===== src/rtl/gre_enc_pkg.sv =====
// Shared types and constants for the GRE over IPv4 encapsulator.
package gre_enc_pkg;

    localparam int HDR_BYTES         = 34;
    localparam int OUT_HDR_BYTES     = 58;
    localparam int ETH_HDR           = 14;
    localparam int GRE_EXTRA         = 24;
    localparam int DEFAULT_MAX_FRAME = 1514;
    localparam int HDR_CNT_W         = $clog2(HDR_BYTES);
    localparam int EMIT_CNT_W        = $clog2(OUT_HDR_BYTES + 1);
    localparam int CSUM_W            = 20;
    localparam int CFG_ADDR_W        = 2;
    localparam int CFG_DATA_W        = 48;

    localparam logic [15:0] ETYPE_IPV4 = 16'h0800;
    localparam logic [15:0] GRE_FLAGS  = 16'h0000;
    localparam logic [7:0]  VER_IHL    = 8'h45;
    localparam logic [7:0]  PROTO_TCP  = 8'd6;
    localparam logic [7:0]  PROTO_UDP  = 8'd17;
    localparam logic [7:0]  PROTO_GRE  = 8'd47;

    localparam logic [CFG_ADDR_W-1:0] CFG_NEXT_HOP_MAC  = 2'd0;
    localparam logic [CFG_ADDR_W-1:0] CFG_EGRESS_MAC    = 2'd1;
    localparam logic [CFG_ADDR_W-1:0] CFG_TUNNEL_SRC_IP = 2'd2;
    localparam logic [CFG_ADDR_W-1:0] CFG_TUNNEL_DST_IP = 2'd3;

    typedef struct packed {
        logic [47:0] next_hop_mac;
        logic [47:0] egress_mac;
        logic [31:0] tunnel_src_ip;
        logic [31:0] tunnel_dst_ip;
    } cfg_t;

    typedef logic [OUT_HDR_BYTES-1:0][7:0] frame_t;

    typedef struct packed {
        logic   load;
        logic   last;
        frame_t frame;
    } hdr_load_t;

    typedef struct packed {
        logic       valid;
        logic [7:0] data;
        logic       last;
    } pass_t;

    typedef struct packed {
        logic busy;
        logic slot_free;
    } emit_status_t;

endpackage


===== src/rtl/gre_enc_if.sv =====
// Input and output item channels of the GRE encapsulator.
interface gre_enc_in_if;
    logic       valid;
    logic       ready;
    logic [7:0] in_byte;
    logic       in_last;
    logic       on_receive;

    modport source (output valid, output in_byte, output in_last, output on_receive,
                    input ready);
    modport sink (input valid, input in_byte, input in_last, input on_receive,
                  output ready);
endinterface

interface gre_enc_out_if;
    logic       valid;
    logic       ready;
    logic [7:0] out_byte;
    logic       out_last;

    modport source (output valid, output out_byte, output out_last, input ready);
    modport sink (input valid, input out_byte, input out_last, output ready);
endinterface


===== src/rtl/gre_ipv4_encapsulator_core.sv =====
// Top level of the GRE over IPv4 encapsulator: configuration registers and wiring.
// A passed byte enters the output register when accepted; a tunneled frame's header is
// loaded into the burst buffer with the 34th input byte, then shifted to the output
// register. Throughput: 1 byte per cycle while the output is not stalled; the 58-byte
// header burst added per tunneled frame holds off input (longer under output stalls).
// Reset: rst_n clears frame state, burst count, output valid and the
// configuration registers; no clearing pass.
module gre_ipv4_encapsulator_core #(
    parameter int MAX_FRAME = gre_enc_pkg::DEFAULT_MAX_FRAME
) (
    input  logic                               clk,
    input  logic                               rst_n,
    gre_enc_in_if.sink                         ingress,
    gre_enc_out_if.source                      egress,
    input  logic                               cfg_we,
    input  logic [gre_enc_pkg::CFG_ADDR_W-1:0] cfg_addr,
    input  logic [gre_enc_pkg::CFG_DATA_W-1:0] cfg_wdata
);

    gre_enc_pkg::cfg_t         cfg_reg;
    gre_enc_pkg::emit_status_t status;
    gre_enc_pkg::pass_t        pass;
    gre_enc_pkg::hdr_load_t    hdr;

    always_ff @(posedge clk or negedge rst_n)
    begin
        if (!rst_n)
        begin
            cfg_reg <= '0;
        end
        else if (cfg_we)
        begin
            unique case (cfg_addr)
                gre_enc_pkg::CFG_NEXT_HOP_MAC:  cfg_reg.next_hop_mac  <= cfg_wdata;
                gre_enc_pkg::CFG_EGRESS_MAC:    cfg_reg.egress_mac    <= cfg_wdata;
                gre_enc_pkg::CFG_TUNNEL_SRC_IP: cfg_reg.tunnel_src_ip <= cfg_wdata[31:0];
                gre_enc_pkg::CFG_TUNNEL_DST_IP: cfg_reg.tunnel_dst_ip <= cfg_wdata[31:0];
                default:                        cfg_reg <= cfg_reg;
            endcase
        end
    end

    gre_enc_parse #(
        .MAX_FRAME (MAX_FRAME)
    ) u_parse (
        .clk        (clk),
        .rst_n      (rst_n),
        .cfg        (cfg_reg),
        .in_valid   (ingress.valid),
        .in_byte    (ingress.in_byte),
        .in_last    (ingress.in_last),
        .on_receive (ingress.on_receive),
        .status     (status),
        .in_ready   (ingress.ready),
        .pass       (pass),
        .hdr        (hdr)
    );

    gre_enc_emit u_emit (
        .clk       (clk),
        .rst_n     (rst_n),
        .hdr       (hdr),
        .pass      (pass),
        .out_ready (egress.ready),
        .status    (status),
        .out_valid (egress.valid),
        .out_byte  (egress.out_byte),
        .out_last  (egress.out_last)
    );

endmodule


===== src/rtl/gre_enc_parse.sv =====
// Header capture, checksum pipeline, tunnel decision and outer header assembly.
module gre_enc_parse #(
    parameter int MAX_FRAME = gre_enc_pkg::DEFAULT_MAX_FRAME
) (
    input  logic                     clk,
    input  logic                     rst_n,
    input  gre_enc_pkg::cfg_t        cfg,
    input  logic                     in_valid,
    input  logic [7:0]               in_byte,
    input  logic                     in_last,
    input  logic                     on_receive,
    input  gre_enc_pkg::emit_status_t status,
    output logic                     in_ready,
    output gre_enc_pkg::pass_t       pass,
    output gre_enc_pkg::hdr_load_t   hdr
);

    localparam int LEN_LIMIT = MAX_FRAME - gre_enc_pkg::GRE_EXTRA - gre_enc_pkg::ETH_HDR;
    localparam int CW        = gre_enc_pkg::CSUM_W;
    localparam int HW        = gre_enc_pkg::HDR_CNT_W;

    typedef enum logic [1:0] {
        COLLECT,
        PASS,
        DROP
    } mode_t;

    mode_t                                    mode_reg, mode_next;
    logic [HW-1:0]                            cnt_reg, cnt_next;
    logic [gre_enc_pkg::HDR_BYTES-2:0][7:0]   hs_reg;
    logic [CW-1:0]                            acc_reg, acc_next;
    logic [CW-1:0]                            cfg_sum_reg;
    logic [CW-1:0]                            sum_reg;
    logic [16:0]                              fold_reg;
    logic [15:0]                              cs_reg;
    logic [CW-1:0]                            contrib;
    logic                                     accept;
    logic                                     decide;
    logic                                     qualify;
    logic [15:0]                              ip_len;
    logic [15:0]                              out_len;
    logic [15:0]                              etype;
    logic [7:0]                               proto;
    gre_enc_pkg::frame_t                      frame;

    assign in_ready = !status.busy && (mode_reg != PASS || status.slot_free);
    assign accept   = in_valid && in_ready;
    assign decide   = accept && mode_reg == COLLECT
                      && cnt_reg == HW'(gre_enc_pkg::HDR_BYTES - 1);

    assign ip_len  = {hs_reg[16], hs_reg[17]};
    assign etype   = {hs_reg[12], hs_reg[13]};
    assign proto   = hs_reg[23];
    assign out_len = ip_len + 16'(gre_enc_pkg::GRE_EXTRA);
    assign qualify = on_receive && etype == gre_enc_pkg::ETYPE_IPV4
                     && (proto == gre_enc_pkg::PROTO_TCP || proto == gre_enc_pkg::PROTO_UDP)
                     && {1'b0, ip_len} <= 17'(LEN_LIMIT);

    always_comb
    begin
        case (cnt_reg) inside
            HW'(15), HW'(17), HW'(19), HW'(21): contrib = CW'(in_byte);
            HW'(16), HW'(18), HW'(20), HW'(22): contrib = CW'({in_byte, 8'h00});
            default:                            contrib = '0;
        endcase
        acc_next = (cnt_reg == '0 ? '0 : acc_reg) + contrib;
    end

    always_comb
    begin
        mode_next = mode_reg;
        cnt_next  = cnt_reg;
        if (accept)
        begin
            unique case (mode_reg)
                COLLECT:
                begin
                    if (decide)
                    begin
                        cnt_next  = '0;
                        mode_next = in_last ? COLLECT : (qualify ? PASS : DROP);
                    end
                    else
                    begin
                        cnt_next = in_last ? '0 : cnt_reg + 1'b1;
                    end
                end
                PASS, DROP:
                begin
                    if (in_last)
                    begin
                        mode_next = COLLECT;
                        cnt_next  = '0;
                    end
                end
                default:
                begin
                    mode_next = COLLECT;
                    cnt_next  = '0;
                end
            endcase
        end
    end

    always_comb
    begin
        for (int i = 0; i < 6; i++)
        begin
            frame[i]     = cfg.next_hop_mac[47 - 8 * i -: 8];
            frame[6 + i] = cfg.egress_mac[47 - 8 * i -: 8];
        end
        frame[12] = hs_reg[12];
        frame[13] = hs_reg[13];
        frame[14] = gre_enc_pkg::VER_IHL;
        frame[15] = hs_reg[15];
        frame[16] = out_len[15:8];
        frame[17] = out_len[7:0];
        for (int i = 18; i < 23; i++)
        begin
            frame[i] = hs_reg[i];
        end
        frame[23] = gre_enc_pkg::PROTO_GRE;
        frame[24] = cs_reg[15:8];
        frame[25] = cs_reg[7:0];
        for (int i = 0; i < 4; i++)
        begin
            frame[26 + i] = cfg.tunnel_src_ip[31 - 8 * i -: 8];
            frame[30 + i] = cfg.tunnel_dst_ip[31 - 8 * i -: 8];
        end
        frame[34] = gre_enc_pkg::GRE_FLAGS[15:8];
        frame[35] = gre_enc_pkg::GRE_FLAGS[7:0];
        frame[36] = gre_enc_pkg::ETYPE_IPV4[15:8];
        frame[37] = gre_enc_pkg::ETYPE_IPV4[7:0];
        for (int i = 0; i < 19; i++)
        begin
            frame[38 + i] = hs_reg[14 + i];
        end
        frame[57] = in_byte;
    end

    assign hdr.load   = decide && qualify;
    assign hdr.last   = in_last;
    assign hdr.frame  = frame;
    assign pass.valid = accept && mode_reg == PASS;
    assign pass.data  = in_byte;
    assign pass.last  = in_last;

    always_ff @(posedge clk or negedge rst_n)
    begin
        if (!rst_n)
        begin
            mode_reg <= COLLECT;
            cnt_reg  <= '0;
            acc_reg  <= '0;
        end
        else
        begin
            mode_reg <= mode_next;
            cnt_reg  <= cnt_next;
            if (accept && mode_reg == COLLECT)
            begin
                acc_reg <= acc_next;
            end
        end
    end

    always_ff @(posedge clk)
    begin
        if (accept && mode_reg == COLLECT)
        begin
            hs_reg <= {in_byte, hs_reg[gre_enc_pkg::HDR_BYTES-2:1]};
        end
        cfg_sum_reg <= CW'({gre_enc_pkg::VER_IHL, 8'h00})
                       + CW'(gre_enc_pkg::GRE_EXTRA)
                       + CW'(gre_enc_pkg::PROTO_GRE)
                       + CW'(cfg.tunnel_src_ip[31:16]) + CW'(cfg.tunnel_src_ip[15:0])
                       + CW'(cfg.tunnel_dst_ip[31:16]) + CW'(cfg.tunnel_dst_ip[15:0]);
        sum_reg  <= acc_reg + cfg_sum_reg;
        fold_reg <= 17'(sum_reg[15:0]) + 17'(sum_reg[CW-1:16]);
        cs_reg   <= ~(fold_reg[15:0] + 16'(fold_reg[16]));
    end

    a_decide_in_collect: assert property (@(posedge clk) disable iff (!rst_n)
        hdr.load |-> mode_reg == COLLECT && cnt_reg == HW'(gre_enc_pkg::HDR_BYTES - 1))
        else $error("header load outside of header collection");

    a_no_accept_busy: assert property (@(posedge clk) disable iff (!rst_n)
        status.busy |-> !in_ready)
        else $error("item accepted during header burst");

    a_pass_after_qualify: assert property (@(posedge clk) disable iff (!rst_n)
        mode_reg != PASS && mode_next == PASS |-> hdr.load && !in_last)
        else $error("pass mode entered without a tunneled header");

endmodule


===== src/rtl/gre_enc_emit.sv =====
// Header burst buffer and output register of the GRE encapsulator.
module gre_enc_emit (
    input  logic                      clk,
    input  logic                      rst_n,
    input  gre_enc_pkg::hdr_load_t    hdr,
    input  gre_enc_pkg::pass_t        pass,
    input  logic                      out_ready,
    output gre_enc_pkg::emit_status_t status,
    output logic                      out_valid,
    output logic [7:0]                out_byte,
    output logic                      out_last
);

    localparam int EW = gre_enc_pkg::EMIT_CNT_W;

    gre_enc_pkg::frame_t buf_reg, buf_next;
    logic [EW-1:0]       cnt_reg, cnt_next;
    logic                last_reg, last_next;
    logic                ov_reg, ov_next;
    logic [7:0]          ob_reg, ob_next;
    logic                ol_reg, ol_next;
    logic                busy;
    logic                slot_free;

    assign busy      = cnt_reg != '0;
    assign slot_free = !ov_reg || out_ready;

    always_comb
    begin
        buf_next  = buf_reg;
        cnt_next  = cnt_reg;
        last_next = last_reg;
        ov_next   = ov_reg;
        ob_next   = ob_reg;
        ol_next   = ol_reg;
        if (slot_free)
        begin
            if (busy)
            begin
                ov_next  = 1'b1;
                ob_next  = buf_reg[0];
                ol_next  = last_reg && cnt_reg == EW'(1);
                buf_next = buf_reg >> 8;
                cnt_next = cnt_reg - 1'b1;
            end
            else if (pass.valid)
            begin
                ov_next = 1'b1;
                ob_next = pass.data;
                ol_next = pass.last;
            end
            else
            begin
                ov_next = 1'b0;
            end
        end
        if (hdr.load)
        begin
            buf_next  = hdr.frame;
            cnt_next  = EW'(gre_enc_pkg::OUT_HDR_BYTES);
            last_next = hdr.last;
        end
    end

    always_ff @(posedge clk or negedge rst_n)
    begin
        if (!rst_n)
        begin
            cnt_reg <= '0;
            ov_reg  <= 1'b0;
        end
        else
        begin
            cnt_reg <= cnt_next;
            ov_reg  <= ov_next;
        end
    end

    always_ff @(posedge clk)
    begin
        buf_reg  <= buf_next;
        last_reg <= last_next;
        ob_reg   <= ob_next;
        ol_reg   <= ol_next;
    end

    assign status.busy      = busy;
    assign status.slot_free = slot_free;
    assign out_valid        = ov_reg;
    assign out_byte         = ob_reg;
    assign out_last         = ol_reg;

    a_load_idle: assert property (@(posedge clk) disable iff (!rst_n)
        hdr.load |-> !busy)
        else $error("header load while burst in progress");

    a_load_count: assert property (@(posedge clk) disable iff (!rst_n)
        hdr.load |=> cnt_reg == EW'(gre_enc_pkg::OUT_HDR_BYTES))
        else $error("burst count not loaded");

    a_pass_slot: assert property (@(posedge clk) disable iff (!rst_n)
        pass.valid |-> !busy && slot_free)
        else $error("pass item with no free output slot");

    a_stall_hold: assert property (@(posedge clk) disable iff (!rst_n)
        busy && !slot_free |=> $stable(cnt_reg))
        else $error("burst advanced while output stalled");

endmodule

===== src/flat_wrapper.sv =====
// flat-port wrapper written by rule: the top's interface ports become plain ports
module gre_ipv4_encapsulator_core_flat 
#(
    parameter int MAX_FRAME = gre_enc_pkg::DEFAULT_MAX_FRAME
)
  (clk, rst_n, cfg_we, cfg_addr, cfg_wdata, ingress_valid, ingress_in_byte, ingress_in_last, ingress_on_receive, ingress_ready, egress_valid, egress_out_byte, egress_out_last, egress_ready);
  gre_enc_in_if ingress_i ();
  gre_enc_out_if egress_i ();
  input  logic clk;
  input  logic rst_n;
  input  logic cfg_we;
  input  logic [gre_enc_pkg::CFG_ADDR_W-1:0] cfg_addr;
  input  logic [gre_enc_pkg::CFG_DATA_W-1:0] cfg_wdata;
  input wire logic [$bits(ingress_i.valid)-1:0] ingress_valid;
  input wire logic [$bits(ingress_i.in_byte)-1:0] ingress_in_byte;
  input wire logic [$bits(ingress_i.in_last)-1:0] ingress_in_last;
  input wire logic [$bits(ingress_i.on_receive)-1:0] ingress_on_receive;
  output wire logic [$bits(ingress_i.ready)-1:0] ingress_ready;
  output wire logic [$bits(egress_i.valid)-1:0] egress_valid;
  output wire logic [$bits(egress_i.out_byte)-1:0] egress_out_byte;
  output wire logic [$bits(egress_i.out_last)-1:0] egress_out_last;
  input wire logic [$bits(egress_i.ready)-1:0] egress_ready;
  assign ingress_i.valid = ingress_valid;
  assign ingress_i.in_byte = ingress_in_byte;
  assign ingress_i.in_last = ingress_in_last;
  assign ingress_i.on_receive = ingress_on_receive;
  assign ingress_ready = ingress_i.ready;
  assign egress_valid = egress_i.valid;
  assign egress_out_byte = egress_i.out_byte;
  assign egress_out_last = egress_i.out_last;
  assign egress_i.ready = egress_ready;
  gre_ipv4_encapsulator_core #(.MAX_FRAME(MAX_FRAME)) u_core (.clk(clk), .rst_n(rst_n), .ingress(ingress_i), .egress(egress_i), .cfg_we(cfg_we), .cfg_addr(cfg_addr), .cfg_wdata(cfg_wdata));
endmodule

===== config.mk =====
export PLATFORM = sky130hd
export DESIGN_NAME = gre_ipv4_encapsulator_core_flat
export DESIGN_NICKNAME = d
export VERILOG_FILES = /design/src/rtl/gre_enc_pkg.sv /design/src/rtl/gre_enc_if.sv /design/src/rtl/gre_ipv4_encapsulator_core.sv /design/src/rtl/gre_enc_parse.sv /design/src/rtl/gre_enc_emit.sv /design/src/flat_wrapper.sv
export SDC_FILE = /design/constraint.sdc
export NUM_CORES = 1
export LEC_CHECK = 0
export BUFFER_PORTS_ARGS = -buffer_cell sky130_fd_sc_hd__buf_2
export CORE_ASPECT_RATIO = 0.8
export CORE_MARGIN = 2
export CORE_UTILIZATION = 48
export CTS_CLUSTER_SIZE = 25
export DETAILED_ROUTE_END_ITERATION = 10
export SYNTH_ARGS = -nofsm -noshare
export SYNTH_HDL_FRONTEND = slang
export SYNTH_HIERARCHICAL = 1
export SYNTH_SLANG_ARGS = --single-unit

===== constraint.sdc =====
create_clock -name clk -period 10.9 [get_ports clk]
set_clock_uncertainty 0.15 [all_clocks]
set_input_delay 1.635 -clock clk [delete_from_list [all_inputs] [get_ports clk]]
set_output_delay 1.635 -clock clk [all_outputs]
set_load 0.1 [all_outputs]

* Yosys cells after proc, flatten, opt, wreduce, memory -nomap -nowiden *
Cells that the tools add are included.

word-level totals
  register bits = 910
  latch bits = 0
  bits in writable memories = 0
  ROM bits = 0
  word-level logic and storage cells = 187
  memories kept = 0

cells by class
  $add $sub $neg = 11
  multipliers = 0
  div/mod/pow operators = 0
  $lt $le $gt $ge = 1
  equal/unequal tests = 21
  shifts and indexed selects = 0
  muxes and demuxes = 24
  bitwise logic cells = 1
  reductions and logical operators = 34

operator list
  kind                    count
  $mux 464                3
  $eq 6x5->1 const B      7
  $add 20x20->20          2
  $mux 6                  6
  $mux 16                 2
  $add 19x16->20          1
  $mux 20                 1
  $add 18x16->19          1
  $add 17x16->18          1
  $add 15x16->17 const A  1
  $add 16x4->17           1
  $add 16x1->16           1
  $add 16x5->16 const B   1
  $eq 16x12->1 const B    1
  $le 16x11->1 const B    1
  $mux 8                  2
  $not 16->16             1
  $reduce_and 2->1        8
  $pmux 6 s2              1
  $logic_and 1x1->1       10
  $eq 8x3->1 const B      1
  $eq 8x5->1 const B      1
  $mux 2                  4
  $reduce_or 4->1         2
  other kinds (19)        32

* Depth between registers and ports, before layout *
  depth after elaboration = 10
  depth in mapped cells = 16

* Hierarchy *
Netlist, hierarchy kept.

by module, submodules not included
  module                      instances  cells an instance  area an instance (um2)  sequential area each (um2)
  gre_enc_emit                1          1047               20205.6                 14408.8
  gre_enc_parse               1          1273               14523.9                 7186.9
  gre_ipv4_encapsulator_core  1          340                5935.7                  4003.8

* Least setup slack after synthesis *
OpenSTA, ideal clock, no wires.

  path kind = input port to flip-flop
  from = input port egress_ready
  to = register u_core/u_emit/buf_reg[0] in the netlist's numbering, enable pin
  library setup time = 638 ps
  arrival = 9040 ps
  data required time = 10112 ps
  path slack = 1072 ps
  cell stages on the path = 12
  buffers on the path = 5
  path through = nor2b_1 > inv_1 > buf_4 > inv_1 > a211oi_1 > nand2_2 > clkbuf_1 > nor3_1 > buf_2 > buf_2 > buf_2 > or2_2

RTL lines
  what                  line                text
  start, declared       flat_wrapper.sv:22  input wire logic [$bits(egress_i.ready)-1:0] egress_ready;
  end signal, assigned  gre_enc_emit.sv:81  buf_reg <= buf_next;
  end, declared         gre_enc_emit.sv:16  gre_enc_pkg::frame_t buf_reg, buf_next;

==> impl_metrics.ini <==
[logic_synthesis]
synth.avg_cell_area_um2 = 15.3
yosysWarnings = 6
synth.top_cells.by_area = edfxtp_1 (47%), mux2_2 (17%), dfrtp_1 (12%)
synthArstFlopShare = 0.215
synth_ff_type = edfxtp_1
synth_top_area_share = 0.474
synth_commonest_cells = edfxtp_1 (642), mux2_2 (623), buf_4 (283)
yosysSeqAreaShare = 0.630
yosysUniqueCellTypes = 67
synth_cells = 2660
netlist_area_mm2 = 0.0407
synth_edf_count = 642
yosysMostFrequentCell = edfxtp_1
ys_ff_latch = 909
yosysTopAreaCell = edfxtp_1

[floorplan]
ios = 76
die-height_um = 264
fp.dieW_um = 329
dieArea_mm2 = 0.0871
core-area_mm2 = 0.0839
start_util = 0.485
std_cell_rows = 95

[layout]
syn_to_final_growth_pct = 6.91
nets = 2717
drive_above_1_share = 0.336
final_area_mm2 = 0.0435
final_cell_count_no_fill = 3726
largest_register_ffs = 464

[job]
cap_viol_max_count = 0

[power_and_ir_drop]
p_clk_frac = 0.322
peakVddDrop_mv = 0.172
p_leak_nw = 16.3
p_per_area_mw_per_mm2 = 234
pwr-share-comb = 0.215
power.switching_mw = 2.84
seqPwrFrac = 0.463
p_sw_frac = 0.280
p_int_mw = 7.33

[grt]
antenna_found_initial = 10
grt_pass1_vias = 19900
grt_max_degree = 168
grt.overflow.total = 0
grt_usage = 0.181
grt_pass1_wl_mm = 121

[routing]
post_drt_wl_per_cell_um = 20.8
drt_iter0_drc = 1413
wirelength_mm = 77.4
drc_errors = 0
vias = 19600
first_pass_iters = 6
routed_via_density = 5.25
ant_nets = 0

[clocking]
cts_buffers = 92
cts_buffer_depth = 3
cts_root_buf = clkbuf_16
cts_setup_buffers = 0
clock_latency_ps = 650
cts_resized = 0
cts_max_level = 3
path_clk_slew_ps = 60
cts_tree = built
cts_hold_buf = 0
cts_sinks = 909

[sta]
hold_viol = 0
setup_tns_ps = 0
slew_viol_final = 0
relSlewSlack = 0.231
period_share = 0.505
setup_violations = 0
fmax_mhz = 182
rsz0062_at_grt = false
layout_min_cycle_time_ps = 5510
worstMarginPinSlew_ps = 1150

[placed_design]
place_area_mm2 = 0.0403
gp_congestion = 0.847
port-buffer-count = 75
hpwl_mm = 49.2
dp_cells = 3554

[setup_path]
end_kind = flop
worstSetupPathType = input port to flop
startpoint_type = input port
startpoint = ingress_on_receive
worstPathMaxFanout = 167
cp.arrival_ps = 5750
cp_data_required_time_ps = 11140
reg2reg_from = u_core/u_parse/hdr[101]$_DFFE_PP_
r2r_cells = 8

[hold_path]
hold_class = flop to flop
holdPathStages = 0
min_from = u_core/u_parse/hdr[310]$_DFFE_PP_

[outcome]
outcome = finished clean
## worst paths after layout
| path | end | slack (ps) |
|---|---|---|
| worst max-delay path | u_core/u_emit/buf_reg[326]$_DFFE_PP_ | 5390 |
| worst min-delay path | u_core/u_parse/hdr[110]$_DFFE_PP_ | 280 |
| worst max register to register | u_core/u_emit/buf_reg[326]$_DFFE_PP_ | 5550 |
| worst min register to register | u_core/u_parse/hdr[110]$_DFFE_PP_ | 280 |
| max in group asynchronous | u_core/cfg_reg[22]$_DFFE_PN0P_ | 7540 |
| min in group asynchronous | u_core/u_emit/cnt_reg[5]$_DFFE_PN0P_ | 850 |
## layout make-up
| cell class | count | area (um2) |
|---|---|---|
| Clock buffer | 122 | 2590 |
| Fill cell | 6946 | 40400 |
| Sequential cell | 909 | 25600 |
| Tap cell | 1115 | 1400 |
| Inverter | 115 | 437 |
| Timing Repair Buffer | 89 | 552 |
| Antenna cell | 3 | 7.51 |
| Multi-Input combinational cell | 1326 | 12300 |
| Clock inverter | 47 | 566 |
## critical path: stages
cell,delay [ps]
buf_2,100
nor4b_1,280
nand3_1,120
nor4_1,830
inv_1,180
nor3_2,300
buf_12,590
buf_4,920
mux2_2,430
## layout by cell type, fill, tap and decap left out, types with 8 or more instances in the layout
| master | netlist | layout |
|---|---|---|
| nand2b_1 | 10 | 10 |
| dfrtp_1 | 195 | 195 |
| edfxtp_1 | 642 | 642 |
| mux2_2 | 623 | 623 |
| and3_1 | 15 | 15 |
| bufinv_16 | 0 | 12 |
| inv_1 | 115 | 114 |
| clkinv_1 | 0 | 12 |
| clkinv_2 | 0 | 14 |
| clkbuf_1 | 6 | 17 |
| nor4_1 | 8 | 8 |
| clkbuf_16 | 0 | 96 |
| ha_1 | 85 | 85 |
| xnor2_1 | 61 | 61 |
| a21oi_1 | 39 | 39 |
| fa_1 | 34 | 34 |
| buf_4 | 283 | 9 |
| dfxtp_1 | 72 | 72 |
| o21bai_1 | 13 | 13 |
| xor2_1 | 25 | 25 |
| a211oi_1 | 8 | 8 |
| buf_2 | 63 | 74 |
| and2_1 | 43 | 43 |
| a31oi_1 | 8 | 8 |
| o21ai_0 | 46 | 46 |
| nor3_1 | 23 | 22 |
| clkbuf_8 | 0 | 10 |
| a21o_1 | 23 | 23 |
| nand2_1 | 67 | 67 |
| conb_1 | 2 | 48 |
| nor2_1 | 36 | 36 |
| nand3_1 | 31 | 30 |
## per-layer routing
layer | vias up | track usage | routed length (um)
met1 | 9958 | 0.283 | 38700
met4 | 2 | 0.0478 | 1610
met2 | 373 | 0.263 | 33900
met3 | 116 | 0.0263 | 3180
met5 | - | 0 | 13
li1 | 9114 | - | -
## power groups by stage
stage | Clock (mW) | Sequential (mW) | Combinational (mW)
floorplan | 0 | 4.74 | 1.72
global placement | 0 | 4.77 | 2.11
detailed placement | 0 | 4.78 | 2.15
CTS | 3.36 | 4.72 | 2.18
global route | 3.50 | 4.77 | 2.42
finish | 3.27 | 4.71 | 2.19
## logic make-up (layout without fill, tap and decap cells)
group                      after synthesis  after routing  synth area share
and+or+nand+nor                        271            271            0.0349
other                                    2             51          0.000185
buffers and inverters                  471            373            0.0721
muxes                                  626            626             0.173
AOI/OAI and AO/OA                      176            176            0.0286
DFF                                    909            909             0.630
xor gates and xnor gates                86             86            0.0185
adders and majority gates              119            119            0.0429
## per-stage QoR
step / utilization / setup slack (ps) / hold slack (ps) / power, mW
final: 0.518 / 5390 / 282 / 10.2
after global routing: 0.518 / 5150 / 297 / 10.7
after CTS: 0.518 / 5470 / 285 / 10.3
after detailed placement: 0.480 / 4810 / 279 / 6.93
after global placement: 0.480 / 4950 / 272 / 6.88
after floorplan: - / 1070 / 259 / 6.46
Note: power is estimated with default switching activity, not from simulation.
